### config.mk
export PLATFORM = sky130hd
export DESIGN_NAME = matrix_multiply
export DESIGN_NICKNAME = d
export VERILOG_FILES = /design/src/design/mm_pkg.sv /design/src/design/mm_store.sv /design/src/design/mm_mac.sv /design/src/design/matrix_multiply.sv
export SDC_FILE = /design/constraint.sdc
export NUM_CORES = 2
export LEC_CHECK = 0
export BUFFER_PORTS_ARGS = -buffer_cell sky130_fd_sc_hd__clkbuf_2
export CAP_MARGIN = 25
export CORE_MARGIN = 8
export CORE_UTILIZATION = 40
export CTS_BUF_LIST = sky130_fd_sc_hd__clkbuf_8
export CTS_CLUSTER_SIZE = 40
export DETAILED_ROUTE_END_ITERATION = 7
export GPL_ROUTABILITY_DRIVEN = 0
export PLACE_DENSITY = 0.59
export SLEW_MARGIN = 5
export SYNTH_ARGS = -nofsm -noshare
export SYNTH_HDL_FRONTEND = slang
export SYNTH_SLANG_ARGS = --single-unit
### constraint.sdc
create_clock -name clk -period 5.55 [get_ports clk]
set_clock_uncertainty 0.1 [all_clocks]
set_input_delay 0.555 -clock clk [delete_from_list [all_inputs] [get_ports clk]]
set_output_delay 0.555 -clock clk [all_outputs]
set_load 0.1 [all_outputs]
### src/design/mm_pkg.sv
// shared types, constants and helper functions for the matrix multiplier
`default_nettype none
package mm_pkg;

	localparam int MAX_DIM   = 8;
	localparam int IDX_W     = $clog2(MAX_DIM);
	localparam int ADDR_W    = $clog2(MAX_DIM * MAX_DIM);
	localparam int DIM_W     = 4;
	localparam int FLD_IDX_W = 3;
	localparam int ELEM_W    = 16;
	localparam int MUL_W     = 2 * ELEM_W;
	localparam int PROD_W    = 35;
	localparam int IN_W      = 24;
	localparam int OUT_W     = 48;
	localparam int CFG_IDX_W = 2;

	typedef enum logic [1:0] {
		CMD_WR_A    = 2'd0,
		CMD_WR_B    = 2'd1,
		CMD_COMPUTE = 2'd2
	} cmd_t;

	localparam logic [CFG_IDX_W-1:0] REG_ROWS_A    = 2'd0;
	localparam logic [CFG_IDX_W-1:0] REG_INNER_DIM = 2'd1;
	localparam logic [CFG_IDX_W-1:0] REG_COLS_B    = 2'd2;

	// control travelling alongside the store read data
	typedef struct packed {
		logic valid;
		logic first;
	} mac_ctrl_t;

	typedef struct packed {
		logic busy;
	} mac_stat_t;

	function automatic logic [ADDR_W-1:0] st_addr(input logic [IDX_W-1:0] row,
		input logic [IDX_W-1:0] col);
		st_addr = ADDR_W'(int'(row) * MAX_DIM + int'(col));
	endfunction

	// last usable index of a dimension; zero counts as one, large values clamp
	function automatic logic [IDX_W-1:0] eff_last(input logic [DIM_W-1:0] v);
		if (v == '0) begin
			eff_last = '0;
		end else if (int'(v) > MAX_DIM) begin
			eff_last = IDX_W'(MAX_DIM - 1);
		end else begin
			eff_last = IDX_W'(int'(v) - 1);
		end
	endfunction

endpackage
`default_nettype wire

### src/design/mm_store.sv
// element store: one write port, one read port with registered read data
`default_nettype none
module mm_store (
	input  wire logic                      clk,
	input  wire logic                      wr_en,
	input  wire logic [mm_pkg::ADDR_W-1:0] wr_addr,
	input  wire logic [mm_pkg::ELEM_W-1:0] wr_data,
	input  wire logic [mm_pkg::ADDR_W-1:0] rd_addr,
	output logic      [mm_pkg::ELEM_W-1:0] rd_data
);
	import mm_pkg::*;

	logic [ELEM_W-1:0] mem_q [MAX_DIM*MAX_DIM];

	always_ff @(posedge clk) begin
		if (wr_en) begin
			mem_q[wr_addr] <= wr_data;
		end
	end

	always_ff @(posedge clk) begin
		rd_data <= mem_q[rd_addr];
	end

endmodule
`default_nettype wire

### src/design/mm_mac.sv
// shared multiply-accumulate unit: registered product, then accumulate
`default_nettype none
module mm_mac (
	input  wire logic                      clk,
	input  wire logic                      arst_n,
	input  wire mm_pkg::mac_ctrl_t         ctrl,
	input  wire logic [mm_pkg::ELEM_W-1:0] a_data,
	input  wire logic [mm_pkg::ELEM_W-1:0] b_data,
	output mm_pkg::mac_stat_t              stat,
	output logic signed [mm_pkg::PROD_W-1:0] acc
);
	import mm_pkg::*;

	logic signed [MUL_W-1:0]  prod_s2;
	logic                     valid_s2;
	logic                     first_s2;
	logic signed [PROD_W-1:0] acc_q;

	always_ff @(posedge clk or negedge arst_n) begin
		if (!arst_n) begin
			valid_s2 <= 1'b0;
			first_s2 <= 1'b0;
		end else begin
			valid_s2 <= ctrl.valid;
			first_s2 <= ctrl.first;
		end
	end

	always_ff @(posedge clk) begin
		prod_s2 <= $signed(a_data) * $signed(b_data);
	end

	// first term of an element restarts the sum
	always_ff @(posedge clk) begin
		if (valid_s2) begin
			if (first_s2) begin
				acc_q <= PROD_W'(prod_s2);
			end else begin
				acc_q <= acc_q + PROD_W'(prod_s2);
			end
		end
	end

	assign stat.busy = valid_s2;
	assign acc       = acc_q;

endmodule
`default_nettype wire

### src/design/matrix_multiply.sv
// Signed 16-bit matrix multiplier. Load transactions write one element of A or B into
// the on-chip stores and are accepted back to back while idle. A compute transaction
// streams out every element of A*B in row-major order, tlast on the final one. One
// multiply-accumulate unit is shared: each product element needs one store read per
// term, then the product and accumulate registers drain, and the output register may
// wait on m_tready. The input side is not ready while a compute is running.
`default_nettype none
module matrix_multiply (
	input  wire logic                         clk,
	input  wire logic                         arst_n,
	input  wire logic                         s_tvalid,
	output logic                              s_tready,
	// cmd[1:0], row_index[4:2], col_index[7:5], element[23:8]
	input  wire logic [mm_pkg::IN_W-1:0]      s_tdata,
	output logic                              m_tvalid,
	input  wire logic                         m_tready,
	// out_row[2:0], out_col[5:3], product[40:6], zero fill above
	output logic [mm_pkg::OUT_W-1:0]          m_tdata,
	output logic                              m_tlast,
	input  wire logic                         cfg_valid,
	output logic                              cfg_ready,
	input  wire logic [mm_pkg::CFG_IDX_W-1:0] cfg_index,
	input  wire logic [mm_pkg::DIM_W-1:0]     cfg_data
);
	import mm_pkg::*;

	typedef enum logic [3:0] {
		ST_IDLE  = 4'b0001,
		ST_RUN   = 4'b0010,
		ST_DRAIN = 4'b0100,
		ST_OUT   = 4'b1000
	} state_t;

	state_t state_q;

	logic [DIM_W-1:0] rows_a_q, inner_dim_q, cols_b_q;
	logic [IDX_W-1:0] nr_last, nk_last, nc_last;
	logic [IDX_W-1:0] i_q, j_q, k_q;

	logic [1:0]            in_cmd;
	logic [FLD_IDX_W-1:0]  in_row, in_col;
	logic [ELEM_W-1:0]     in_elem;
	logic                  in_acc, in_ok;
	logic [ADDR_W-1:0]     wr_addr;
	logic                  wr_a, wr_b;

	logic [ELEM_W-1:0] a_rd, b_rd;
	mac_ctrl_t         ctrl_s1_q;
	mac_stat_t         mac_stat;
	logic signed [PROD_W-1:0] acc;

	logic                 out_valid_q, out_last_q;
	logic [FLD_IDX_W-1:0] out_row_q, out_col_q;
	logic [PROD_W-1:0]    out_prod_q;
	logic                 out_load, elem_last;

	// configuration
	assign cfg_ready = 1'b1;

	always_ff @(posedge clk or negedge arst_n) begin
		if (!arst_n) begin
			rows_a_q    <= DIM_W'(MAX_DIM);
			inner_dim_q <= DIM_W'(MAX_DIM);
			cols_b_q    <= DIM_W'(MAX_DIM);
		end else if (cfg_valid) begin
			case (cfg_index)
				REG_ROWS_A:    rows_a_q    <= cfg_data;
				REG_INNER_DIM: inner_dim_q <= cfg_data;
				REG_COLS_B:    cols_b_q    <= cfg_data;
				default:       ;
			endcase
		end
	end

	assign nr_last = eff_last(rows_a_q);
	assign nk_last = eff_last(inner_dim_q);
	assign nc_last = eff_last(cols_b_q);

	// input side
	assign in_cmd  = s_tdata[1:0];
	assign in_row  = s_tdata[4:2];
	assign in_col  = s_tdata[7:5];
	assign in_elem = s_tdata[23:8];

	assign s_tready = (state_q == ST_IDLE);
	assign in_acc   = s_tvalid && s_tready;
	assign in_ok    = (int'(in_row) < MAX_DIM) && (int'(in_col) < MAX_DIM);
	assign wr_addr  = st_addr(IDX_W'(in_row), IDX_W'(in_col));
	assign wr_a     = in_acc && in_ok && (in_cmd == CMD_WR_A);
	assign wr_b     = in_acc && in_ok && (in_cmd == CMD_WR_B);

	mm_store u_store_a (
		.clk     (clk),
		.wr_en   (wr_a),
		.wr_addr (wr_addr),
		.wr_data (in_elem),
		.rd_addr (st_addr(i_q, k_q)),
		.rd_data (a_rd)
	);

	mm_store u_store_b (
		.clk     (clk),
		.wr_en   (wr_b),
		.wr_addr (wr_addr),
		.wr_data (in_elem),
		.rd_addr (st_addr(k_q, j_q)),
		.rd_data (b_rd)
	);

	mm_mac u_mac (
		.clk    (clk),
		.arst_n (arst_n),
		.ctrl   (ctrl_s1_q),
		.a_data (a_rd),
		.b_data (b_rd),
		.stat   (mac_stat),
		.acc    (acc)
	);

	assign out_load  = (state_q == ST_OUT) && (!out_valid_q || m_tready);
	assign elem_last = (i_q == nr_last) && (j_q == nc_last);

	// sequencer
	always_ff @(posedge clk or negedge arst_n) begin
		if (!arst_n) begin
			state_q   <= ST_IDLE;
			i_q       <= '0;
			j_q       <= '0;
			k_q       <= '0;
			ctrl_s1_q <= '0;
		end else begin
			ctrl_s1_q.valid <= (state_q == ST_RUN);
			ctrl_s1_q.first <= (state_q == ST_RUN) && (k_q == '0);
			case (state_q)
				ST_IDLE: begin
					if (in_acc && in_cmd == CMD_COMPUTE) begin
						i_q     <= '0;
						j_q     <= '0;
						k_q     <= '0;
						state_q <= ST_RUN;
					end
				end
				ST_RUN: begin
					if (k_q == nk_last) begin
						k_q     <= '0;
						state_q <= ST_DRAIN;
					end else begin
						k_q <= k_q + 1'b1;
					end
				end
				ST_DRAIN: begin
					// final term is summed at this edge
					if (!ctrl_s1_q.valid && mac_stat.busy) begin
						state_q <= ST_OUT;
					end
				end
				ST_OUT: begin
					if (out_load) begin
						if (elem_last) begin
							state_q <= ST_IDLE;
						end else begin
							state_q <= ST_RUN;
							if (j_q == nc_last) begin
								j_q <= '0;
								i_q <= i_q + 1'b1;
							end else begin
								j_q <= j_q + 1'b1;
							end
						end
					end
				end
				default: state_q <= ST_IDLE;
			endcase
		end
	end

	// output register
	always_ff @(posedge clk or negedge arst_n) begin
		if (!arst_n) begin
			out_valid_q <= 1'b0;
		end else if (out_load) begin
			out_valid_q <= 1'b1;
		end else if (m_tready) begin
			out_valid_q <= 1'b0;
		end
	end

	always_ff @(posedge clk) begin
		if (out_load) begin
			out_row_q  <= FLD_IDX_W'(i_q);
			out_col_q  <= FLD_IDX_W'(j_q);
			out_prod_q <= acc;
			out_last_q <= elem_last;
		end
	end

	assign m_tvalid = out_valid_q;
	assign m_tlast  = out_last_q;
	assign m_tdata  = {(OUT_W - PROD_W - 2 * FLD_IDX_W)'(0), out_prod_q, out_col_q, out_row_q};

	a_k_range: assert property (@(posedge clk) disable iff (!arst_n)
		(state_q == ST_RUN) |-> (k_q <= nk_last))
		else $error("inner counter beyond configured size");

	a_compute_starts: assert property (@(posedge clk) disable iff (!arst_n)
		(in_acc && in_cmd == CMD_COMPUTE) |=> (state_q == ST_RUN))
		else $error("compute transaction did not start the sequencer");

	a_drained: assert property (@(posedge clk) disable iff (!arst_n)
		out_load |-> (!ctrl_s1_q.valid && !mac_stat.busy))
		else $error("result taken while terms still in flight");

	a_last_ends: assert property (@(posedge clk) disable iff (!arst_n)
		(out_load && elem_last) |=> (state_q == ST_IDLE && m_tvalid && m_tlast))
		else $error("final element did not end the run");

endmodule
`default_nettype wire

## Word-level counts from Yosys, hierarchy flattened

Memories as Yosys holds them, arrays and structs flattened. A register that Yosys moved wholly into a read port is not among the register bits.
Index checks and enable logic that the tools add are counted.

| storage, ports and cells | value |
|---|---|
| register bits | 139 |
| RAM bits | 2048 |
| input port bits | 35 |
| output and inout bits | 52 |
| logic and storage cells | 108 |
| memories kept | 2 |

Memory list:

| name | depth | width | rd ports | clocked after memory_dff | wr ports | line | text |
|---|---|---|---|---|---|---|---|
| u_store_a.mem_q | 64 | 16 | 1 | 1 | 1 | mm_store.sv:13 | `logic [ELEM_W-1:0] mem_q [MAX_DIM*MAX_DIM];` |
| u_store_b.mem_q | 64 | 16 | 1 | 1 | 1 | mm_store.sv:13 |  |

| operators by class | value |
|---|---|
| add/sub/neg operators | 10 |
| multiply operators | 1 |
| magnitude comparators | 3 |
| eq/ne operators | 17 |
| muxes and demuxes | 30 |
| reduce and logical (&&, ||, !) cells | 27 |

Operators by type and width:

| operator | count |
|---|---|
| 2-to-1 mux 3 bit | 14 |
| adder 35 x 32 -> 35 bit | 1 |
| 2-to-1 mux 35 bit | 1 |
| multiplier 16 x 16 -> 32 bit | 1 |
| adder 6 x 3 -> 6 bit | 3 |
| one-hot mux 3 bit (2 select lines) | 3 |
| 2-to-1 mux 4 bit | 4 |
| one-hot mux 4 bit (4 select lines) | 1 |
| greater-than comparator 4 bit, second input constant | 3 |
| zero test 4 bit | 3 |
| adder 3 x 1 -> 3 bit, second input constant | 3 |
| == test 3 bit | 3 |
| subtractor 3 x 1 -> 3 bit, second input constant | 3 |
| logical AND 1 bit | 8 |
| AND reduction 2 bit | 4 |
| AND reduction 4 bit | 2 |
| 2-to-1 mux 1 bit | 6 |
| inequality test 2 x 1 -> 1 bit, second input constant | 3 |
| inequality test 2 bit, second input constant | 3 |
| nonzero test 2 bit | 3 |
| AND reduction 5 bit | 1 |
| == test 2 x 1 -> 1 bit, second input constant | 2 |
| == test 2 bit, second input constant | 2 |
| == test 4 x 1 -> 1 bit, second input constant | 1 |
| 8 further kinds | 10 |

## Depth between registers and ports, before layout

| logic depth | value |
|---|---|
| depth in word-level cells | 8 |
| mapped depth | 25 |
| gate-level depth less buffers | 23 |

## Cells and area by module

From an unflattened synthesis, not the netlist that was laid out.

| second synthesis, totals | value |
|---|---|
| cells, all modules | 5354 |
| area total of the unflattened synthesis | 96849.1 µm² |

Modules (own cells, without submodules):

| module | instances | cells each | area an instance (µm²) | sequential area each (µm²) |
|---|---|---|---|---|
| mm_store | 2 | 1829 | 40042.2 | 31069.8 |
| mm_mac | 1 | 1445 | 13543.0 | 1741.7 |
| matrix_multiply | 1 | 251 | 3221.8 | 1966.9 |

## Worst setup path after synthesis

Ideal clock, no wire load.

| timing path | value |
|---|---|
| path kind | reg-to-reg |
| start point | reg u_store_b.rd_data[1] (netlist name), read port of u_store_b.mem_q |
| end point | reg u_mac.prod_s2[30] |
| library setup time | 0.072 ns |
| arrival time | 5.769 ns |
| required time | 5.378 ns |
| path slack | -0.391 ns |
| cell stages (with the launch flop) | 21 |
| path buffers | 1 |
| clock period less this slack | 5.941 ns |
| path through | dfxtp_1 -> clkbuf_1 -> nand2_1 -> inv_1 -> fa_1 -> fa_1 -> inv_1 -> fa_1 -> fa_1 -> fa_1 -> fa_1 -> inv_1 -> ha_1 -> nand2_1 -> inv_1 -> and3_1 -> and2_1 -> a211oi_1 -> nor2_1 -> a31oi_1 -> xnor2_1 |

| on the way | value |
|---|---|
| word-level cells in the longest chain between the ends | 1 |

RTL lines:

| element | line | text |
|---|---|---|
| start: declaration | mm_store.sv:9 | `output logic [mm_pkg::ELEM_W-1:0] rd_data` |
| multiplier 16 x 16 -> 32 bit | mm_mac.sv:30 | `prod_s2 <= $signed(a_data) * $signed(b_data);` |
| end signal: assignment | mm_mac.sv:30 |  |
| end: declaration | mm_mac.sv:14 | `logic signed [MUL_W-1:0] prod_s2;` |

Every way passes these cells.
A chain may end at the register's enable or synchronous reset.

## Worst setup path in the final report

| timing path | value |
|---|---|
| start point | reg u_store_a.rd_data[5] (netlist name), read port of u_store_a.mem_q |
| end point | reg u_mac.prod_s2[30] |

| on the way | value |
|---|---|
| word-level cells in the longest chain between the ends | 1 |

RTL lines:

| element | line |
|---|---|
| start: declaration | mm_store.sv:9 |
| multiplier 16 x 16 -> 32 bit | mm_mac.sv:30 |

Every way passes these cells.

==> results by group <==
Logic synthesis
  • Post-Syn Area per Cell: 19.9 um2
  • Synth unique cells: 81
  • EDFF count, synth: 2125
  • Post-Synth XOR/XNOR Area: 0.00605
  • Primary FF master, synth: edfxtp_1
  • Most frequent cell after synthesis: edfxtp_1
  • Adder-Cell Fraction of Synth Area: 0.0715
  • Post-synthesis mux area share: 0.160
  • Synthesized area: 95500 um2
  • Sequential share of the synthesized area: 0.690
  • Ranking of synthesized cells by area: edfxtp_1 67%, mux4_2 16%, fa_1 5.5%
  • Ys async rst share: 0.0135
  • Post-Syn Instances: 4802
  • Leading area contributor after synthesis: edfxtp_1
  • Top-area cell type share of the netlist area: 0.668
  • Dominant combinational cell family by area after synthesis: multiplexers
  • Top cells by instance count after synthesis: 2125 x edfxtp_1, 672 x mux4_2, 327 x inv_1
  • Syn. warnings: 0
  • FF+latch count, synth: 2219
  • Post-synthesis simple-gate area fraction: 0.0326
  • Post-synthesis compound-gate area fraction: 0.0161

Layout
  • Layout Cells excl Fill: 8890
  • Fin util: 0.461
  • Fill cells: 19954
  • Design area: 110000 um2
  • Sequential cell area: 65900 um2
  • Synthesis-to-finish area growth: 14.7%
  • Nets@finish: 5851
  • Area taken by multi-input logic gates: 27800 um2
  • Share of cells above drive strength 1: 0.294

Setup path
  • Critical path capture point type: flop
  • Worst-path maximum fanout: 5
  • CP required: 6370 ps
  • Nature of the critical path startpoint: flop
  • Crit-path leading delay family: adder cells
  • Worst path most repeated cell: fa_1
  • CP cell instances: buf_6 -> and2_4 -> fa_1 -> inv_2 -> fa_1 -> inv_1 -> fa_1 -> fa_1 -> fa_1 -> inv_1 -> fa_1 -> inv_2 -> ha_4 -> a21oi_4 -> o21ai_2 -> or3_1 -> o21ba_4 -> a211oi_4 -> nor2_2 -> a31oi_1 -> xnor2_1
  • Worst EP arrival: 6510 ps
  • CP max stage delay: 550 ps
  • CP max-delay cell: fa_1
  • Crit Path Category: flop to flop
  • CP Buf/Inv Count: 5

STA
  • Max_slew headroom: 0.301
  • Setup ws final: -137 ps
  • Hold Vio Cnt, Final: 0
  • Final setup violation count: 7
  • Least-Margin Pin Slew: 1050 ps
  • Hold Slack: 125 ps
  • Maximum clock frequency: 0.176 GHz
  • RSZ-0062 raised after global routing: yes
  • Fin crit share: 1.02
  • Crit path time final: 5690 ps
  • Max-slew violation count: 0

CTS
  • CTS Root Buffer Type: clkbuf_8
  • Reg clk slew, reported paths: 60 ps
  • CTS Buffer Depth: 4
  • Clock Latency Late Sink: 1050 ps
  • H-Tree Level Count: 5
  • Total CTS buffers: 376
  • CTS Sinks: 2219
  • CTS tree: built

Run
  • Total of max-cap violations: 0

Place
  • Hpwl dp: 143 mm
  • Placed cell count: 8177
  • DP Area: 102000 um2
  • Port Buffers: 78

Floorplan
  • Initial core utilization: 0.402
  • Die area: 255000 um2
  • Io pins: 87
  • Die Ht: 505 um
  • Core Region: 238000 um2
  • Die W: 505 um
  • Num rows: 179

Drt
  • Routed wire length per instance: 25.7 um
  • Final Routed Wirelength: 228 mm
  • DRT iter0 DRCs: 4237
  • Routed Antenna Nets: 0
  • DR vias/cell: 5.34
  • Drt drc: 0
  • Vias: 47467
  • First-pass DRT Iterations: 5

GRT
  • Antenna violations before repair: 12
  • Grt total ovfl: 0
  • Number of global-route vias before repair: 49133
  • GR Util All Layers: 0.176
  • First-pass GRT wire length: 337 mm
  • Pin count of the biggest net entering global routing: 90

Min path
  • Worst hold path type: input port to flop

Outcome
  • Failing checks: setup timing
  • Outcome: complete, but fails checks
[stage by stage]
step	setup slack [ps]	setup TNS [ps]
6_report	-137	-431
5_1_grt	-344	-1990
4_1_cts	-176	-611
3_5_place_dp	-291	-1750
3_3_place_gp	-272	-1780
2_1_floorplan	-21.6	-21.6
[layout by cell type (no fill, tap or decap), types with 46 or more instances in the layout]
cell,netlist,layout
o21ai_0,53,47
and2_1,119,112
inv_1,327,451
a21oi_1,65,53
nor2_1,176,174
nand2_1,226,221
clkbuf_2,0,62
ha_1,123,111
edfxtp_1,2125,2125
clkbuf_8,0,386
mux4_2,672,672
xnor2_1,47,46
fa_1,263,251
buf_4,33,324
clkinv_1,0,89
[what timing repair did]
action                     4_1_cts  5_1_grt
setup buffers                    0        8
gates resized for setup         57       72
hold buffers                    34        1
setup endpoints to repair       11       16
hold endpoints to repair       839       32
pin swaps                       26       36
[per-layer routing]
| metal | track usage | up-vias | part of all wire |
|---|---|---|---|
| li1 | - | 20237 | - |
| met1 | 0.260 | 25344 | 0.45 |
| met2 | 0.273 | 1593 | 0.46 |
| met3 | 0.0330 | 289 | 0.064 |
| met4 | 0.0391 | 4 | 0.018 |
| met5 | 0 | - | 0.00012 |
[cell families after synthesis]
family | after synthesis
other | 2
buffers and inverters | 546
multiplexers | 688
AND/OR/NAND/NOR | 653
XOR/XNOR | 66
flip-flops | 2219
adder cells (fa/ha/maj) | 388
AO/OA/AOI/OAI | 240
[worst paths after layout]
path / from / endpoint / slack [ps] / cells past startpoint
worst min-delay path: s_tdata[13] / u_store_a.mem_q[38][5] / 130 / 1
worst max-delay path: u_store_a.rd_data[5] / u_mac.prod_s2[30] / -140 / 21
worst max register to register: u_store_a.rd_data[5] / u_mac.prod_s2[30] / -140 / 21
min in group asynchronous: arst_n / j_q[2] / 500 / 3
max in group asynchronous: arst_n / k_q[2] / 3280 / 4
worst min register to register: ctrl_s1_q[0] / u_mac.first_s2 / 250 / 0
[registers in the layout, indices dropped and copies added, names as in the netlist, 2 cells and up]
name / flops
u_store_a.mem_q: 1024
cols_b_q: 4
out_prod_q: 35
rows_a_q: 4
out_col_q: 3
k_q: 3
u_mac.prod_s2: 32
u_store_a.rd_data: 16
i_q: 3
out_row_q: 3
u_store_b.rd_data: 16
u_mac.acc: 35
j_q: 3
state_q: 4
ctrl_s1_q: 2
u_store_b.mem_q: 1024
inner_dim_q: 4
[worst register-to-register path: stages, from the launching register on]
cell	delay, ps
dfxtp_2	330
buf_6	110
and2_4	130
fa_1	550
inv_2	40
fa_1	510
inv_1	50
fa_1	530
fa_1	440
fa_1	500
inv_1	50
fa_1	490
inv_2	50
ha_4	230
a21oi_4	120
o21ai_2	60
or3_1	350
o21ba_4	240
a211oi_4	240
nor2_2	80
a31oi_1	210
xnor2_1	140
[area by class of cell]
class	instances	area share
clock buffers	386	0.0485
well taps	3167	0.0362
multi-input cells	2043	0.254
repair buffers	463	0.0349
diodes	4	0.0000914
flip-flops and latches	2219	0.602
clock inverters	281	0.0134
inverters	327	0.0112
Power is left out: the tool's default activity adds up to more than one toggle a clock period on the data nets, which glitch-free logic cannot reach.
